**src/hdl/trpid_pkg.sv**
```systemverilog
package trpid_pkg;

  // Shared datapath widths
  localparam int unsigned NUM_W   = 48;   // divider dividend / quotient
  localparam int unsigned DEN_W   = 32;   // divider divisor
  localparam int unsigned MUL_A_W = 33;   // signed multiplier operand
  localparam int unsigned MUL_B_W = 32;   // unsigned multiplier operand
  localparam int unsigned MUL_P_W = MUL_A_W + MUL_B_W + 1;
  localparam int unsigned ACC_W   = 98;   // control sum accumulator
  localparam int unsigned OHMS_W  = 24;
  localparam int unsigned ERR_W   = 32;   // Q8.24 error
  localparam int unsigned ERR_FRAC = 24;
  localparam int unsigned INT_W   = 64;
  localparam int unsigned SER_W   = 20;
  localparam int unsigned PADDR_W = 5;
  localparam int unsigned PDATA_W = 32;

  localparam logic [OHMS_W-1:0] OHMS_MAX = '1;
  localparam logic [ERR_W-1:0]  ERR_MAX  = 32'h7FFF_FFFF;
  localparam logic [ERR_W-1:0]  ERR_ONE  = 32'h0100_0000;
  // largest quotient that still gives an error inside Q8.24
  localparam logic [NUM_W-1:0]  ERR_LIM  = 48'h0000_80FF_FFFF;
  localparam logic [SER_W-1:0]  SERIES_RST = 20'd100000;
  localparam logic [MUL_A_W-1:0] MS_PER_S = 33'd1000;

  // Configuration register indexes
  typedef enum logic [2:0] {
    REG_KP     = 3'd0,
    REG_KI     = 3'd1,
    REG_KD     = 3'd2,
    REG_TARGET = 3'd3,
    REG_SERIES = 3'd4
  } cfg_reg_e;

  typedef enum logic [1:0] {
    CLAMP_NONE = 2'd0,
    CLAMP_HIGH = 2'd1,
    CLAMP_LOW  = 2'd2
  } clamp_e;

  typedef enum logic [4:0] {
    ST_IDLE,
    ST_RES_MUL,
    ST_RES_DIV,
    ST_RES_WAIT,
    ST_ERR_DIV,
    ST_ERR_WAIT,
    ST_INT_MUL,
    ST_INT_ADD,
    ST_DER_MUL,
    ST_DER_DIV,
    ST_DER_WAIT,
    ST_KP_MUL,
    ST_KI_LO,
    ST_KI_HI,
    ST_KD_LO,
    ST_KD_HI,
    ST_ACC_LAST,
    ST_DONE
  } state_e;

  // Divider request and response
  typedef struct packed {
    logic             start;
    logic [NUM_W-1:0] num;
    logic [DEN_W-1:0] den;
  } div_req_t;

  typedef struct packed {
    logic             done;
    logic [NUM_W-1:0] quot;
  } div_rsp_t;

endpackage

```
**src/hdl/trpid_div.sv**
```systemverilog
module trpid_div (
  input  logic                clk_i,
  input  logic                rst_ni,
  input  trpid_pkg::div_req_t req_i,
  output trpid_pkg::div_rsp_t rsp_o
);
  import trpid_pkg::*;

  localparam int unsigned CNT_W = $clog2(NUM_W);
  localparam logic [CNT_W-1:0] CNT_LAST = CNT_W'(NUM_W - 1);

  logic             busy_q;
  logic             done_q;
  logic [CNT_W-1:0] cnt_q;
  logic [NUM_W-1:0] num_q;   // dividend bits shift out, quotient bits shift in
  logic [DEN_W-1:0] rem_q;
  logic [DEN_W-1:0] den_q;

  logic [DEN_W:0]   shifted;
  logic [DEN_W:0]   trial;
  logic             fits;

  // One restoring step per cycle
  always_comb begin
    shifted = {rem_q, num_q[NUM_W-1]};
    trial   = shifted - {1'b0, den_q};
    fits    = (shifted >= {1'b0, den_q});
  end

  always_ff @(posedge clk_i or negedge rst_ni) begin
    if (!rst_ni) begin
      busy_q <= 1'b0;
      done_q <= 1'b0;
      cnt_q  <= '0;
    end else begin
      done_q <= 1'b0;
      if (req_i.start) begin
        busy_q <= 1'b1;
        cnt_q  <= '0;
      end else if (busy_q) begin
        cnt_q <= cnt_q + 1'b1;
        if (cnt_q == CNT_LAST) begin
          busy_q <= 1'b0;
          done_q <= 1'b1;
        end
      end
    end
  end

  always_ff @(posedge clk_i) begin
    if (req_i.start) begin
      num_q <= req_i.num;
      den_q <= req_i.den;
      rem_q <= '0;
    end else if (busy_q) begin
      num_q <= {num_q[NUM_W-2:0], fits};
      rem_q <= fits ? trial[DEN_W-1:0] : shifted[DEN_W-1:0];
    end
  end

  assign rsp_o.done = done_q;
  assign rsp_o.quot = num_q;

endmodule

```
**config.mk**
```make
export PLATFORM = sky130hd
export DESIGN_NAME = trpid_div
export DESIGN_NICKNAME = d
export VERILOG_FILES = /design/src/hdl/trpid_pkg.sv /design/src/hdl/trpid_div.sv
export SDC_FILE = /design/constraint.sdc
export NUM_CORES = 1
export LEC_CHECK = 0
export BUFFER_PORTS_ARGS = -buffer_cell sky130_fd_sc_hd__clkbuf_2
export CAP_MARGIN = 30
export CORE_ASPECT_RATIO = 0.8
export CORE_MARGIN = 1
export CORE_UTILIZATION = 47
export DETAILED_ROUTE_END_ITERATION = 16
export PLACE_DENSITY = 0.69
export SLEW_MARGIN = 25
export SYNTH_ARGS = -nofsm -noshare
export SYNTH_HDL_FRONTEND = slang
export SYNTH_SLANG_ARGS = --single-unit
```
**constraint.sdc**
```tcl
create_clock -name clk_i -period 3.3 [get_ports clk_i]
set_input_delay 0.33 -clock clk_i [delete_from_list [all_inputs] [get_ports clk_i]]
set_output_delay 0.33 -clock clk_i [all_outputs]
set_load 0.01 [all_outputs]
```
==> impl_results.md, run 1 <==
* Status: complete, no violations
* Via count at 5,690
* Critical path's slowest cell: a41oi_1
* Top cell family by delay on the critical path: compound AO/OA/AOI/OAI gates
* Die area at 15,300 um2
* Clk Latency, worst-skew pair at between 0.4 and 0.5 ns
* P_leak at roughly 0.0036 uW
* Net Sw Frac at 0.362
* Final std cells w/o fill at about 990
* Crit path DAT at around 3.4 ns
* Final Max Tran Viols at 0
* 1st-pass router iterations at 5
* Flop pwr share at 0.335
* Fraction of layout cells with a size suffix above 1 at 0.290
* Fin crit share at 0.953
* Via-to-Cell Ratio at roughly 5.7
* Number of routed nets with antenna violations at 0
* Root Buffer: clkbuf_16
* End of the critical path: rem_q[20]$_SDFFE_PP0P_
* Vias in the first global route at 5,544
* Post-detailed-routing wire length at ~16,000 um
* Post-synthesis cell type count at 67
* Iteration-0 DRC Markers at 381
* Clock sinks at 120
* Clock Skew at ~0.0091 ns
* Setup repair after global routing missed its margin: false
* Tot Pwr at between 6000 and 7000 uW
* Power per Cell Area at 732 nW/um2
* Final net count at around 900
* Clock-pin slew on the worst setup and hold paths at ~0.05 ns
* R2R cell count at 12
* Number of synthesized flops with an enable pin at 80
* MaxCap Viol Count at 0
* Critical R2R Launch: num_q[47]$_DFFE_PP_
* Count leader, synth: edfxtp_1
* Mapped Area at a little under 7000 um2
* Critical Path Stages at 12
* Sequential-to-total area share from yosys stat at 0.467
* Clock Power Share at 0.270
* Setup TNS Final at 0 ns
* FFs w/ async S/R, synth at 0.0667
* Gate power share at 0.395
* First-pass GRT wire length at ~27,000 um
* WP data required at around 3.6 ns
* # H-tree levels at 4
* # fillers at 1,279
* Synth Flop Type: edfxtp_1
* DRC Markers at 0
* Syn Area/Cell at 10.4 um2
* FMAX at between 300 and 400 MHz
* Row Count at 39
* Worst R2R End: rem_q[20]$_SDFFE_PP0P_
* Crit-path cells: inv_1 -> ha_1 -> inv_1 -> fa_1 -> a21o_1 -> a221oi_1 -> o21ai_0 -> a41oi_1 -> o21ai_0 -> a31oi_1 -> xor2_1 -> o211ai_1
* Synth Instances at roughly 670
* Synth Net Count at just under 800
* Setup violators final at 0
* Synth area leader: edfxtp_1
* Post-DP HPWL at 11,600 um
* Yosys reg bits at 120
* Initial cell density of the core at 0.484
* Worst Setup Path Type: reg -> reg
* Pin count of the biggest net entering global routing at 62
* WL per Instance at around 16 um
* Antenna cell count at 0
* Top cells by count, synth: edfxtp_1 (80), nor2_1 (58), mux2_2 (48)
* Period minus WS final at 3.14 ns
* CTS tree: built
* Largest fanout on the critical path at 3
* Setup bufs post-CTS at 0
* Die Ht at about 110 um
* Grt ovf at 0
* Initial antenna violation count at 0
* Peak VDD IR at ~0.47 mV
* I/O Buffers at 131
* Tot GR Track Use at 0.225
* HP Class: in -> reg
* Pre-CTS WS at approximately 0.26 ns
* CP startpoint: num_q[47]$_DFFE_PP_
* Dpl cells at approximately 960
* Buf/Inv on CP at 2
* Yosys warns at 0
* Setup crit end kind: flip-flop
* Switching power at ~2200 uW
* Num ports at between 100 and 150
* GPL Wtd Cong at between 0.8 and 0.9
* Startpoint types: flip-flop
* Final Hold Fails at 0
* Synthesis-to-layout area growth at 19.7%
* Synth top area share at 0.346
* Final worst slack at 0.156 ns
* Relative slew slack at 0.508
* Critical path's largest stage delay at around 0.44 ns
* Int Pwr at just under 4000 uW
* Worst Tran Pin Value at approximately 0.73 ns
* CTS buffer count at 17
* Reg2Reg Setup Slack at 0.16 ns
* Core area at 14,300 um2
* Most area-consuming cells after synthesis: edfxtp_1 (35%), dfxtp_1 (9.2%), mux2_2 (7.8%), ha_1 (5.9%), nor2_1 (3.1%)
* Die W at between 100 and 150 um
* Worst-case clock buffer depth at 2
==> per-stage QoR <==
| stage | hold WS (ns) | instance area [um2] | utilization |
|---|---|---|---|
| 2_1_floorplan | 0.0344 | 6940 | - |
| 3_3_place_gp | 0.181 | 7770 | 0.542 |
| 3_5_place_dp | 0.189 | 7770 | 0.542 |
| 4_1_cts | 0.0766 | 8310 | 0.579 |
| 5_1_grt | 0.0755 | 8310 | 0.579 |
| 6_report | 0.0929 | 8310 | 0.579 |
==> cells in the final DEF, fill, tap and decap left out, types with 7 or more instances in the layout <==
| master | n |
|---|---|
| o21ai_1 | 9 |
| o211ai_1 | 10 |
| nand2_1 | 44 |
| clkbuf_2 | 130 |
| mux2_2 | 48 |
| or4_1 | 10 |
| xor2_1 | 9 |
| edfxtp_1 | 80 |
| a21o_1 | 18 |
| o21ai_0 | 33 |
| nor3_1 | 7 |
| inv_1 | 39 |
| a21oi_1 | 28 |
| nor2_1 | 58 |
| dfxtp_1 | 32 |
| and3_1 | 7 |
| ha_1 | 33 |
| clkbuf_16 | 17 |
| dfrtp_1 | 8 |
| nand3_1 | 37 |
| buf_4 | 15 |
| nand4_1 | 8 |
| xnor2_1 | 15 |
| a311oi_1 | 23 |
==> per-layer routing <==
| layer | GRT usage | share of wire | vias up |
|---|---|---|---|
| li1 | - | - | 2762 |
| met1 | 0.316 | 0.46 | 2728 |
| met2 | 0.343 | 0.47 | 180 |
| met3 | 0.0530 | 0.057 | 20 |
| met4 | 0.0703 | 0.014 | 0 |
| met5 | 0 | 0 | - |
==> power by group through the flow <==
stage / Clock (uW) / Combinational (uW) / Sequential, uW
finish: 1640 / 2400 / 2040
global route: 1740 / 2670 / 2070
CTS: 1680 / 2370 / 2040
detailed placement: 0 / 2350 / 2060
global placement: 0 / 2310 / 2050
floorplan: 0 / 1710 / 2060
==> kinds of logic (layout without fill, tap and decap cells) <==
logic type,Yosys count,after routing,synth area share
flip-flops,120,120,0.467
buffers and inverters,77,218,0.0461
multiplexers,50,50,0.0807
AO/OA/AOI/OAI,170,170,0.180
adder cells (fa/ha/maj),34,34,0.0623
AND/OR/NAND/NOR,194,194,0.134
XOR/XNOR,24,24,0.0303
==> worst min-delay path by stage <==
| stage | from | end | slack [ns] | cells past startpoint |
|---|---|---|---|---|
| after floorplan | rst_ni | busy_q$_DFF_PN0_ | 0.03 | 0 |
| after global placement | rst_ni | cnt_q[1]$_DFFE_PN0P_ | 0.18 | 1 |
| after detailed placement | rst_ni | cnt_q[1]$_DFFE_PN0P_ | 0.19 | 1 |
| after CTS | req_i[12] | den_q[12]$_DFFE_PP_ | 0.08 | 1 |
| after global routing | req_i[10] | den_q[10]$_DFFE_PP_ | 0.08 | 1 |
| final | req_i[12] | den_q[12]$_DFFE_PP_ | 0.09 | 1 |
==> worst register-to-register path, stage by stage, from the launching register on <==
cell      delay (ns)
edfxtp_1        0.40
inv_1           0.09
ha_1            0.17
inv_1           0.06
fa_1            0.41
a21o_1          0.21
a221oi_1        0.41
o21ai_0         0.20
a41oi_1         0.44
o21ai_0         0.14
a31oi_1         0.21
xor2_1          0.18
o211ai_1        0.09
==> sequential cells by signal, indices dropped and copies added, names as in the netlist <==
name / count
num_q: 48
den_q: 32
rem_q: 32
cnt_q: 6
busy_q: 1
done_q: 1
==> cell type report <==
class                   instances  area (um2)  share of cell area
flip-flops and latches        120        3240               0.390
inverters                      40         150              0.0181
multi-input cells             472        3390               0.408
clock buffers                  22         464              0.0559
clock inverters                10        56.3             0.00678
repair buffers                146         773              0.0930
well taps                     184         230              0.0277
==> what timing repair did <==
item | 4_1_cts | 5_1_grt
setup endpoints to repair | 0 | 1
gates resized for setup | 0 | 1
hold buffers | 1 | 0
endpoints found under the hold margin | 8 | 0
Note: power is estimated with default switching activity, not from simulation.
==> run 2: changes to the inputs <==
--- a/config.mk
+++ b/config.mk
@@ -10,6 +10,8 @@
 export CORE_ASPECT_RATIO = 0.8
 export CORE_MARGIN = 1
 export CORE_UTILIZATION = 47
+export CTS_BUF_LIST = sky130_fd_sc_hd__clkbuf_8
+export CTS_CLUSTER_DIAMETER = 60
 export DETAILED_ROUTE_END_ITERATION = 16
 export PLACE_DENSITY = 0.69
 export SLEW_MARGIN = 25
==> run 2 against run 1 <==
Effect of this change: global-route usage shrank 0.30 points; register-to-register slack improved by 0.02 ns; wire length shrank 1.3%; highest routed layer unchanged; clock power fell by 32%; count of clock-buffer cells in the layout is 3 lower.
==> impl_results.md, run 2 (synthesis results as in run 1) <==
* Status: complete, no violations
* CTS tree: built
* Iteration-0 DRC Markers at 404 (+6.0%)
* Vias in the first global route at 5,501 (-0.78%)
* Tot Pwr at 5560 uW (-8.6%)
* Fraction of layout cells with a size suffix above 1 at 0.289 (-0.00123)
* Power per Cell Area at 685 nW/um2 (-6.4%)
* FMAX at 320 MHz (+0.65%)
* Largest Register: num_q
* Via-to-Cell Ratio at 5.73 (+0.16%)
* Final Max Tran Viols at 0 (unchanged)
* P_leak at 0.00349 uW (-2.1%)
* Crit-path cells: inv_1 -> ha_1 -> inv_1 -> fa_1 -> a21o_1 -> a221oi_1 -> o21ai_0 -> a21oi_1 -> buf_4 -> nor3_1 -> mux2i_1 -> a2111oi_0 -> o211ai_1
* Worst Tran Pin Value at 0.730 ns (-0.00351 ns)
* Antenna cell count at 0 (unchanged)
* Die area at 15,300 um2 (unchanged)
* # fillers at 1,290 (+0.86%)
* Final worst slack at 0.177 ns (+0.0203 ns)
* Clock sinks at 120 (unchanged)
* Buf/Inv on CP at 3 (+1)
* Relative slew slack at 0.510 (+0.00235)
* Placed Area at 7770 um2 (unchanged)
* Clock-pin slew on the worst setup and hold paths at 0.07 ns (+0.02 ns)
* Period minus WS final at 3.12 ns (-0.0203 ns)
* Number of routed nets with antenna violations at 0 (unchanged)
* Commonest non-fill, non-tap cell in the layout: clkbuf_2
* First-pass GRT wire length at 26,700 um (-1.4%)
* Core area at 14,300 um2 (unchanged)
* Peak VDD IR at 0.345 mV (-27%)
* Final Hold Fails at 0 (unchanged)
* Row Count at 39 (unchanged)
* Largest registers: num_q (48), den_q (32), rem_q (32)
* Fin crit share at 0.946 (-0.00615)
* Clk Latency, worst-skew pair at 0.44 ns (+0.02 ns)
* Synthesis-to-layout area growth at 16.8%
* Die W at 138 um (unchanged)
* Setup violators final at 0 (unchanged)
* Most used cell, CP: inv_1
* Worst Setup Path Type: reg -> reg
* Critical path's slowest cell: edfxtp_1
* HP Class: in -> reg
* MaxCap Viol Count at 0 (unchanged)
* Post-DP HPWL at 11,600 um (unchanged)
* DRC Markers at 0 (unchanged)
* 1st-pass router iterations at 5 (unchanged)
* Startpoint types: flip-flop
* Tot GR Track Use at 0.222 (-0.00296)
* Cell area after layout at 8110 um2 (-2.4%)
* Max FFs per register at 48 (unchanged)
* Final net count at 914 (unchanged)
* Via count at 5,699 (+0.16%)
* GPL Wtd Cong at 0.870 (unchanged)
* Pin count of the biggest net entering global routing at 62 (unchanged)
* Pre-CTS WS at 0.264 ns (unchanged)
* Root Buffer: clkbuf_8
* Most frequent cells in the layout: clkbuf_2 (130), edfxtp_1 (80), nor2_1 (58), mux2_2 (48), nand2_1 (44)
* Initial cell density of the core at 0.484 (unchanged)
* Initial antenna violation count at 0 (unchanged)
* WL per Instance at 16.2 um (-1.3%)
* Top cell family by delay on the critical path: compound AO/OA/AOI/OAI gates
* Num ports at 132 (unchanged)
* Largest fanout on the critical path at 3 (unchanged)
* Die Ht at 111 um (unchanged)
* Grt ovf at 0 (unchanged)
* Setup TNS Final at 0 ns (unchanged)
* Worst-case clock buffer depth at 2 (unchanged)
* Crit path DAT at 3.43 ns (about the same)
* Setup repair after global routing missed its margin: false
* # H-tree levels at 4 (unchanged)
* I/O Buffers at 131 (unchanged)
* Setup crit end kind: flip-flop
* Critical path's largest stage delay at 0.41 ns (-0.03 ns)
* WP data required at 3.61 ns (+0.03 ns)
* CTS buffer count at 17 (unchanged)
* Post-detailed-routing wire length at 16,100 um (-1.3%)
* Hold slack at 0.0704 ns (-0.0225 ns)
* Clock Skew at 0.0162 ns (+0.00712 ns)
## run 2: report_power, final
group | internal (uW) | switching [uW]
logic | 1020 | 1380
registers | 1870 | 165
clock network | 538 | 587
total | 3430 | 2130
## run 2: worst paths after layout
check,slack (ns),cells after the start,to,from
worst max register to register,0.18,13,rem_q[30]$_SDFFE_PP0P_,num_q[47]$_DFFE_PP_
worst max-delay path,0.18,13,rem_q[30]$_SDFFE_PP0P_,num_q[47]$_DFFE_PP_
worst min-delay path,0.07,1,den_q[1]$_DFFE_PP_,req_i[1]
min in group asynchronous,0.30,2,cnt_q[3]$_DFFE_PN0P_,rst_ni
worst min register to register,0.49,2,rem_q[31]$_SDFFE_PP0P_,rem_q[31]$_SDFFE_PP0P_
max in group asynchronous,2.82,2,cnt_q[5]$_DFFE_PN0P_,rst_ni
## run 2: repair_timing
item | 4_1_cts | 5_1_grt
setup endpoints to repair | 0 | 0
resized for setup | 0 | 0
hold buffers | 1 | 0
buffers inserted | 0 | 0
hold endpoints to repair | 8 | 0
## run 2: worst reg2reg max path, stage by stage, from the launching register on
cell and delay [ns]:
edfxtp_1 0.41, inv_1 0.09, ha_1 0.17, inv_1 0.06
fa_1 0.41, a21o_1 0.21, a221oi_1 0.41, o21ai_0 0.18
a21oi_1 0.16, buf_4 0.14, nor3_1 0.06, mux2i_1 0.14
a2111oi_0 0.41, o211ai_1 0.15
## run 2: stage by stage
step	instances	utilization
after detailed placement	961	0.542
after global routing	994	0.566
final	994	0.566
after floorplan	669	-
after CTS	994	0.566
after global placement	961	0.542
## run 2: area by class of cell
class                           instances  area [um2]  area share
Multi-Input combinational cell        472        3390       0.418
Sequential cell                       120        3240       0.400
Timing Repair Buffer                  146         773      0.0953
Clock buffer                           19         262      0.0322
Tap cell                              184         230      0.0284
Inverter                               40         150      0.0185
Clock inverter                         13        67.6     0.00833
## run 2: metal layers
metal | GRT usage | part of all wire | vias to the layer above
met3 | 0.0562 | 0.055 | 25
met5 | 0 | 0 | -
li1 | - | - | 2757
met2 | 0.333 | 0.46 | 174
met1 | 0.312 | 0.47 | 2743
met4 | 0.0725 | 0.017 | 0
